<file path="src/hw/rtl/lcv_ram.sv">
// Generic single-write, single-read RAM with registered read data.
module lcv_ram #(
   parameter int WIDTH = 64,
   parameter int DEPTH = 16
) (
   input  logic                                   clock,
   input  logic                                   wr_en,
   input  logic [((DEPTH > 1) ? $clog2(DEPTH) : 1)-1:0] wr_addr,
   input  logic [WIDTH-1:0]                       wr_data,
   input  logic [((DEPTH > 1) ? $clog2(DEPTH) : 1)-1:0] rd_addr,
   output logic [WIDTH-1:0]                       rd_data
);

   logic [WIDTH-1:0] mem [DEPTH];
   logic [WIDTH-1:0] rd_data_ff;

   always_ff @(posedge clock) begin
      if (wr_en) begin
         mem[wr_addr] <= wr_data;
      end
      rd_data_ff <= mem[rd_addr];
   end

   assign rd_data = rd_data_ff;

endmodule

</file>
<file path="config.mk">
export PLATFORM = sky130hd
export DESIGN_NAME = lcv_ram
export DESIGN_NICKNAME = d
export VERILOG_FILES = /design/src/hw/rtl/lcv_ram.sv
export SDC_FILE = /design/constraint.sdc
export NUM_CORES = 1
export LEC_CHECK = 0
export BUFFER_PORTS_ARGS = -buffer_cell sky130_fd_sc_hd__buf_2
export CORE_ASPECT_RATIO = 0.7
export CORE_MARGIN = 3
export CORE_UTILIZATION = 65
export CTS_BUF_LIST = sky130_fd_sc_hd__clkbuf_4
export CTS_CLUSTER_SIZE = 24
export DETAILED_ROUTE_END_ITERATION = 8
export GPL_ROUTABILITY_DRIVEN = 0
export GPL_TIMING_DRIVEN = 0
export PLACE_DENSITY = 0.86
export SYNTH_ARGS = -nofsm -noshare
export SYNTH_HDL_FRONTEND = slang
export SYNTH_SLANG_ARGS = --single-unit
</file>
<file path="constraint.sdc">
create_clock -name clock -period 10.8 [get_ports clock]
set_input_delay 0.54 -clock clock [delete_from_list [all_inputs] [get_ports clock]]
set_output_delay 0.54 -clock clock [all_outputs]
set_load 0.02 [all_outputs]
</file>
==> impl_summary.txt, run 1 <==
----------------------------------------------------
[Run status]
  Result of the run ... finished, final reports clean

[Power]
  Total power divided by cell area ... 183 nW/µm²
  Lkg Pwr ... 15.4 nW
  Total Power Consumption ... 8.45 mW
  Peak VDD IR ... 0.129 mV

[Global routing]
  Wire length of the first global-routing pass ... 136,000 µm
  Antenna violations before repair ... 6
  Remaining global-route overflow ... 0
  Number of global-route vias before repair ... 21.6k
  Total track usage ... 0.300
  Pin count of the biggest net entering global routing ... 27

[Floorplanning]
  Die span in y ... 212 µm
  Top-level port count ... 138
  Initial Utilization ... 0.659
  Core region area ... 60,100 µm²
  Die W ... 301 µm
  Row Count ... 75
  Total Die Area ... 63,900 µm²

[Setup path]
  Slowest cell on the critical path ... sky130_fd_sc_hd__dfxtp_1
  Element type at the critical path end ... primary output
  Setup crit start kind ... flop
  Data arrival time of the critical path ... 1780 ps
  Kind of critical path ... reg2out
  Maximum net fanout on the critical path ... 1
  Chain of cells forming the critical path ... buf_2
  Largest incremental delay on the critical path ... 440 ps
  Worst endpoint required time ... 10,260 ps
  CP top delay family ... flip-flops
  Number of buffer and inverter stages on the critical path ... 1

[Route]
  Drt drc ... 0
  Antenna-violating nets left ... 0
  DRC violation total after the first TritonRoute iteration ... 2,876
  Final wirelength ... 91,600 µm
  Per-cell routed wire length ... 29.0 µm
  Vias after detailed routing ... 20.3k
  Via density per instance ... 6.42
  Pre-antenna DRT Iters ... 5

[Place]
  Input/output buffers ... 135
  Total half-perimeter wirelength after legalization and detailed placement ... 55,700 µm
  Placed inst area ... 42,300 µm²

[Synthesis]
  Synth top area share ... 0.777
  Number of enable-type register cells in the synthesized netlist ... 1,024
  Sequential cell area fraction in the yosys report ... 0.809
  Top FF cell, synth ... sky130_fd_sc_hd__edfxtp_1
  Syn. warnings ... 0
  Cell with the most instances after synthesis ... sky130_fd_sc_hd__edfxtp_1
  Synthesized area ... 39,600 µm²
  Biggest area contributors in the synthesized netlist ... sky130_fd_sc_hd__edfxtp_1 (78%), sky130_fd_sc_hd__mux4_2 (15%), sky130_fd_sc_hd__dfxtp_1 (3.2%), sky130_fd_sc_hd__a22oi_1 (2.4%), sky130_fd_sc_hd__nand2_1 (0.62%)
  Synthesized net count ... 1,721
  Distinct cell type count after synthesis ... 18
  Share of flip-flops with an asynchronous set or reset after synthesis ... 0
  Number of synthesized register bits ... 1,088
  Commonest cells in the synthesized netlist ... sky130_fd_sc_hd__edfxtp_1 (1,024), sky130_fd_sc_hd__mux4_2 (256), sky130_fd_sc_hd__a22oi_1 (128), sky130_fd_sc_hd__nand2_1 (65), sky130_fd_sc_hd__dfxtp_1 (64)
  Library cell occupying the most area in the post-synthesis netlist ... sky130_fd_sc_hd__edfxtp_1
  Per-instance average area after synthesis ... 24.0 µm²
  Number of instances in the synthesized netlist ... 1,647

[Timing]
  Unrepaired setup endpoints after global routing ... no
  Final Critical Period ... 2320 ps
  Worst clock skew ... 70.2 ps
  Final total negative setup slack ... 0 ps
  Final-report max-slew violation count ... 0
  Post-route fraction of the period consumed by the critical path ... 0.214
  Final setup violating endpoints ... 0
  Fmax ... 0.432 GHz
  Relative slew slack ... 0.228
  Count of endpoints failing hold in the final timing report ... 0
  Worst Tran Pin Value ... 1150 ps

[Final layout]
  Post-synthesis to final-layout area growth ... 16.7%
  Share of post-route cells with drive strength above 1 ... 0.384
  Final design utilization ... 0.769
  Net count of the finished layout ... 2,215
  Layout Cell Area excl Fill ... 46,200 µm²

[Clock network]
  Clock tree root driver cell ... sky130_fd_sc_hd__clkbuf_4
  H-tree Lvls ... 4
  CTS resizes ... 0
  Maximum clock insertion buffer count ... 3
  Sink count of the clock tree ... 1,088
  Number of buffers created by CTS ... 234
  CTS tree ... yes
  Insertion delay to the later sink of the worst-skew pair ... 1130 ps
  Clock transition time at the flip-flop clock pins of the worst setup and hold paths ... 70 ps

[Hold path]
  Classification of the worst-slack hold path ... in2reg

[Flow run]
  Maxcap violations ... 0

----------------------------------------------------
## area by class of cell
| class | count | area, µm² |
|---|---|---|
| fill | 3052 | 13900 |
| clock buffer | 386 | 2900 |
| timing repair buffer | 258 | 2260 |
| sequential | 1088 | 32000 |
| clock inverter | 53 | 305 |
| antenna | 7 | 17.5 |
| tap | 808 | 1010 |
| multi-input combinational | 475 | 7210 |
| buffer | 84 | 452 |
## routing by layer
layer  track usage  wire, µm  vias to the layer above
met5             0        28                        -
met4         0.125      2700                        4
met3        0.0798     10400                      211
met2         0.477     45700                     1473
met1         0.405     32800                    10349
li1              -         -                     8243
## logic make-up after synthesis
group / Yosys count / share of synthesized area
DFF: 1088 / 0.809
and+or+nand+nor: 91 / 0.00942
muxes: 256 / 0.146
AOI/OAI and AO/OA: 128 / 0.0243
buffers and inverters: 84 / 0.0114
## power by group
part	switching (mW)	total (mW)	internal [mW]
logic	0.294	0.487	0.193
registers	0.0310	4.75	4.72
clock network	1.54	3.22	1.68
total	1.86	8.45	6.59
## registers in the layout, indices dropped and copies added, names as in the netlist
| name | count |
|---|---|
| mem | 1024 |
| rd_data | 64 |
## worst min-delay path: cells and delay by family
family,cells,cell delay [ps]
simple gates,1,70
buf+inv,1,220
compound gates,1,80
mux,1,270
## worst paths after layout
path / startpoint / cells past startpoint / to / slack (ps)
worst min register to register: mem[12][8]$_DFFE_PP_ / 3 / rd_data[8]$_DFF_P_ / 660
worst max-delay path: rd_data[1]$_DFF_P_ / 1 / rd_data[1] / 8480
worst max register to register: mem[11][21]$_DFFE_PP_ / 3 / rd_data[21]$_DFF_P_ / 9230
worst min-delay path: rd_addr[1] / 4 / rd_data[1]$_DFF_P_ / 90
## cells in the final DEF, fill, tap and decap left out, drive strengths merged
cell type	synthesis	layout
nand3	1	1
dfxtp	64	64
buf	48	239
clkbuf	36	422
and2	1	1
inv	0	5
clkinv	0	43
nor3	4	4
nor2	13	13
edfxtp	1024	1024
nand2b	2	2
clkinvlp	0	2
bufinv	0	3
nand2	65	65
dlygate4sd3	0	67
a22oi	128	128
mux4	256	256
or3b	1	1
nor2b	2	2
nand3b	2	2
diode	0	7
## what timing repair did
action | 4_1_cts | 5_1_grt
endpoints found under the setup margin | 0 | 0
hold endpoints to repair | 1052 | 0
hold buffers | 67 | 0
setup buffers | 0 | 0
## per-stage QoR
stage	hold WS (ps)	cells	setup slack, ps
floorplan	635	1647	4830
global placement	661	2590	70.2
detailed placement	668	2646	7780
CTS	8.46	3152	8410
global route	97.3	3155	8410
finish	92.9	3159	8480
Note: power is estimated with default switching activity, not from simulation.
==> run 2: changes to the inputs <==
Settings changed: CORE_UTILIZATION 65 to 64, PLACE_DENSITY 0.86 to 0.85.
Clock period 10.8 ns to 2.25 ns, I/O delays scaled along.
==> impl_summary.txt, run 2 (synthesis gave the netlist of run 1 again) <==
----------------------------------------------------
[Floorplanning]
  Die W ... 303 µm (was 301 µm)
  Core region area ... 60,500 µm² (was 60,100 µm²)
  Total Die Area ... 64,900 µm² (was 63,900 µm²)
  Initial Utilization ... 0.654 (was 0.659)
  Die span in y ... 214 µm (was 212 µm)
  Top-level port count ... 138 (unchanged)
  Row Count ... 75 (unchanged)

[Setup path]
  Kind of critical path ... in2reg (was reg2out)
  Chain of cells forming the critical path ... dlygate4sd3_1 > buf_2 > nand3b_1 > nor3_4 > dlygate4sd3_1 > buf_16 > buf_16 > buf_16 (was buf_2)
  Source of the worst register-to-register timing path ... mem[3][0]$_DFFE_PP_ (was mem[11][21]$_DFFE_PP_)
  Element type at the critical path end ... flop (was primary output)
  R2R depth ... 4 (was 3)
  Setup crit start kind ... primary input (was flop)
  Largest incremental delay on the critical path ... 860 ps (was 440 ps)
  FF-to-FF End ... rd_data[0]$_DFF_P_ (was rd_data[21]$_DFF_P_)
  Worst endpoint required time ... 2990 ps (was 10,260 ps)
  Data arrival time of the critical path ... 2960 ps (was 1780 ps)
  Maximum net fanout on the critical path ... 16 (was 1)
  Startpoint of the most critical setup path ... wr_addr[3] (was rd_data[1]$_DFF_P_)
  Slowest cell on the critical path ... sky130_fd_sc_hd__dlygate4sd3_1 (was sky130_fd_sc_hd__dfxtp_1)
  Reg2Reg Setup Slack ... 390 ps (was 9230 ps)
  End point of the critical path ... mem[4][23]$_DFFE_PP_ (was rd_data[1])
  Most repeated library cell on the critical path ... sky130_fd_sc_hd__buf_16

[Route]
  Met2 routed wirelength ... 47,100 µm (was 45,700 µm)
  Detailed-route wire length on metal 1 ... 33,700 µm (was 32,800 µm)
  Antenna-violating nets left ... 0 (unchanged)
  Drt drc ... 0 (unchanged)
  DRC violation total after the first TritonRoute iteration ... 2,934 (was 2,876)
  Pre-antenna DRT Iters ... 5 (unchanged)
  Per-cell routed wire length ... 29.6 µm (was 29.0 µm)
  Met3 Wirelength ... 10,800 µm (was 10,400 µm)
  Vias after detailed routing ... 20.9k (was 20.3k)
  Topmost layer with routed signal wires ... met5 (unchanged)
  Final wirelength ... 95,400 µm (was 91,600 µm)
  Via density per instance ... 6.48 (was 6.42)

[Clock network]
  Setup Buffers After CTS ... 0 (unchanged)
  Number of buffers created by CTS ... 231 (was 234)
  CTS tree ... yes (unchanged)
  Sink count of the clock tree ... 1,088 (unchanged)
  Insertion delay to the later sink of the worst-skew pair ... 1120 ps (was 1130 ps)
  H-tree Lvls ... 4 (unchanged)
  Clock transition time at the flip-flop clock pins of the worst setup and hold paths ... 70 ps (about the same)
  Clock tree root driver cell ... sky130_fd_sc_hd__clkbuf_4 (unchanged)
  Maximum clock insertion buffer count ... 3 (unchanged)

[Timing]
  Final Critical Period ... 2220 ps
  Fin Hold WS ... 110 ps (was 92.9 ps)
  Worst Tran Pin Value ... 1020 ps (was 1150 ps)
  Worst clock skew ... 68.3 ps (was 70.2 ps)
  Final setup violating endpoints ... 0 (unchanged)
  Post-route fraction of the period consumed by the critical path ... 0.986
  Fmax ... 0.451 GHz
  Count of endpoints failing hold in the final timing report ... 0 (unchanged)
  Final-report max-slew violation count ... 0 (unchanged)
  Relative slew slack ... 0.320 (was 0.228)
  Final total negative setup slack ... 0 ps (unchanged)
  Unrepaired setup endpoints after global routing ... no (unchanged)

[Global routing]
  Wire length of the first global-routing pass ... 141,000 µm (was 136,000 µm)
  Pin count of the biggest net entering global routing ... 28 (was 27)
  Remaining global-route overflow ... 0 (unchanged)
  Total track usage ... 0.304 (was 0.300)
  Number of global-route vias before repair ... 22.1k (was 21.6k)
  Antenna violations before repair ... 7 (was 6)

[Final layout]
  Cell Count, Final, Fillers Out ... 3,220 (was 3,159)
  Most frequent standard cell in the layout excluding fill and tap cells ... sky130_fd_sc_hd__edfxtp_1 (unchanged)
  Share of post-route cells with drive strength above 1 ... 0.370 (was 0.384)
  Reg with most FFs ... mem (unchanged)
  Net count of the finished layout ... 2,279 (was 2,215)
  Largest register FFs ... 1,024 (unchanged)
  Post-synthesis to final-layout area growth ... 19.1% (was 16.7%)
  Most frequent cells in the layout ... sky130_fd_sc_hd__edfxtp_1 (1,024), sky130_fd_sc_hd__clkbuf_4 (388), sky130_fd_sc_hd__mux4_2 (256), sky130_fd_sc_hd__buf_2 (148), sky130_fd_sc_hd__dlygate4sd3_1 (144) (was sky130_fd_sc_hd__edfxtp_1 (1,024), sky130_fd_sc_hd__clkbuf_4 (386), sky130_fd_sc_hd__mux4_2 (256), sky130_fd_sc_hd__buf_2 (148), sky130_fd_sc_hd__a22oi_1 (128))

[Power]
  Internal power of the cells ... 32.0 mW (was 6.59 mW)
  Switching share of power ... 0.222 (was 0.220)
  Peak VDD IR ... 0.701 mV (was 0.129 mV)
  Lkg Pwr ... 15.7 nW (was 15.4 nW)
  Sequential power share ... 0.554 (was 0.561)
  Total power divided by cell area ... 873 nW/µm² (was 183 nW/µm²)
  Power share of the combinational group ... 0.061 (was 0.058)
  Switching power ... 9.15 mW (was 1.86 mW)
  Total Power Consumption ... 41.1 mW (was 8.45 mW)
  Fraction of power consumed by the clock network ... 0.385 (was 0.381)

[Hold path]
  Classification of the worst-slack hold path ... in2reg (unchanged)
  Worst hold path depth ... 5 (was 4)

[Place]
  Total half-perimeter wirelength after legalization and detailed placement ... 55,200 µm (was 55,700 µm)
  Input/output buffers ... 135 (unchanged)
  Instance count after placement with tap cells included ... 2,635 (was 2,646)

[Run status]
  Result of the run ... finished, final reports clean (unchanged)

[Flow run]
  Maxcap violations ... 0 (unchanged)

----------------------------------------------------
==> run 2: critical path, delay by kind of cell <==
| family | cells | cell delay (ps) |
|---|---|---|
| buffers and inverters | 6 | 2140 |
| and+or+nand+nor | 2 | 680 |
==> run 2: worst min-delay path by stage <==
stage                            from               endpoint  slack (ps)
final                      rd_addr[1]    rd_data[45]$_DFF_P_         110
after global routing       rd_addr[1]     rd_data[3]$_DFF_P_          40
after CTS                  rd_addr[1]     rd_data[3]$_DFF_P_           6
after detailed placement  wr_data[27]  mem[11][27]$_DFFE_PP_         480
after global placement    wr_data[27]  mem[11][27]$_DFFE_PP_         470
after floorplan            wr_data[0]    mem[0][0]$_DFFE_PP_         210
==> run 2: metal layers <==
metal  global-route usage  vias to the layer above
met5                    0                        -
met4                0.136                        8
met3               0.0827                      290
met2                0.475                     1576
met1                0.411                    10627
li1                     -                     8374
==> run 2: power by group through the flow <==
| stage | clock network [mW] | registers (mW) | logic (mW) |
|---|---|---|---|
| after floorplan | 0 | 23.4 | 1.09 |
| after global placement | 0 | 23.2 | 2.07 |
| after detailed placement | 0 | 23.2 | 2.24 |
| after CTS | 16.0 | 22.8 | 2.46 |
| after global routing | 17.1 | 22.8 | 2.63 |
| final | 15.8 | 22.8 | 2.50 |
==> run 2: stage by stage <==
step	utilization	setup slack [ps]	instance area (µm²)
3_5_place_dp	0.701	-152	42400
3_3_place_gp	0.684	-2230	41400
2_1_floorplan	-	-394	39700
4_1_cts	0.778	95.6	47100
5_1_grt	0.779	65.7	47100
6_report	0.779	30.9	47100
==> run 2: layout make-up <==
cell class | count | area [µm²]
sequential | 1088 | 32000
multi-input combinational | 476 | 7260
buffer | 84 | 452
fill | 2941 | 13400
antenna | 8 | 20.0
tap | 808 | 1010
clock buffer | 388 | 2910
timing repair buffer | 324 | 3130
clock inverter | 44 | 319
==> run 2: repair_timing <==
item | CTS | global route
hold buffers | 144 | 0
setup endpoints to repair | 0 | 13
resized for setup | 0 | 1
endpoints found under the hold margin | 1678 | 0
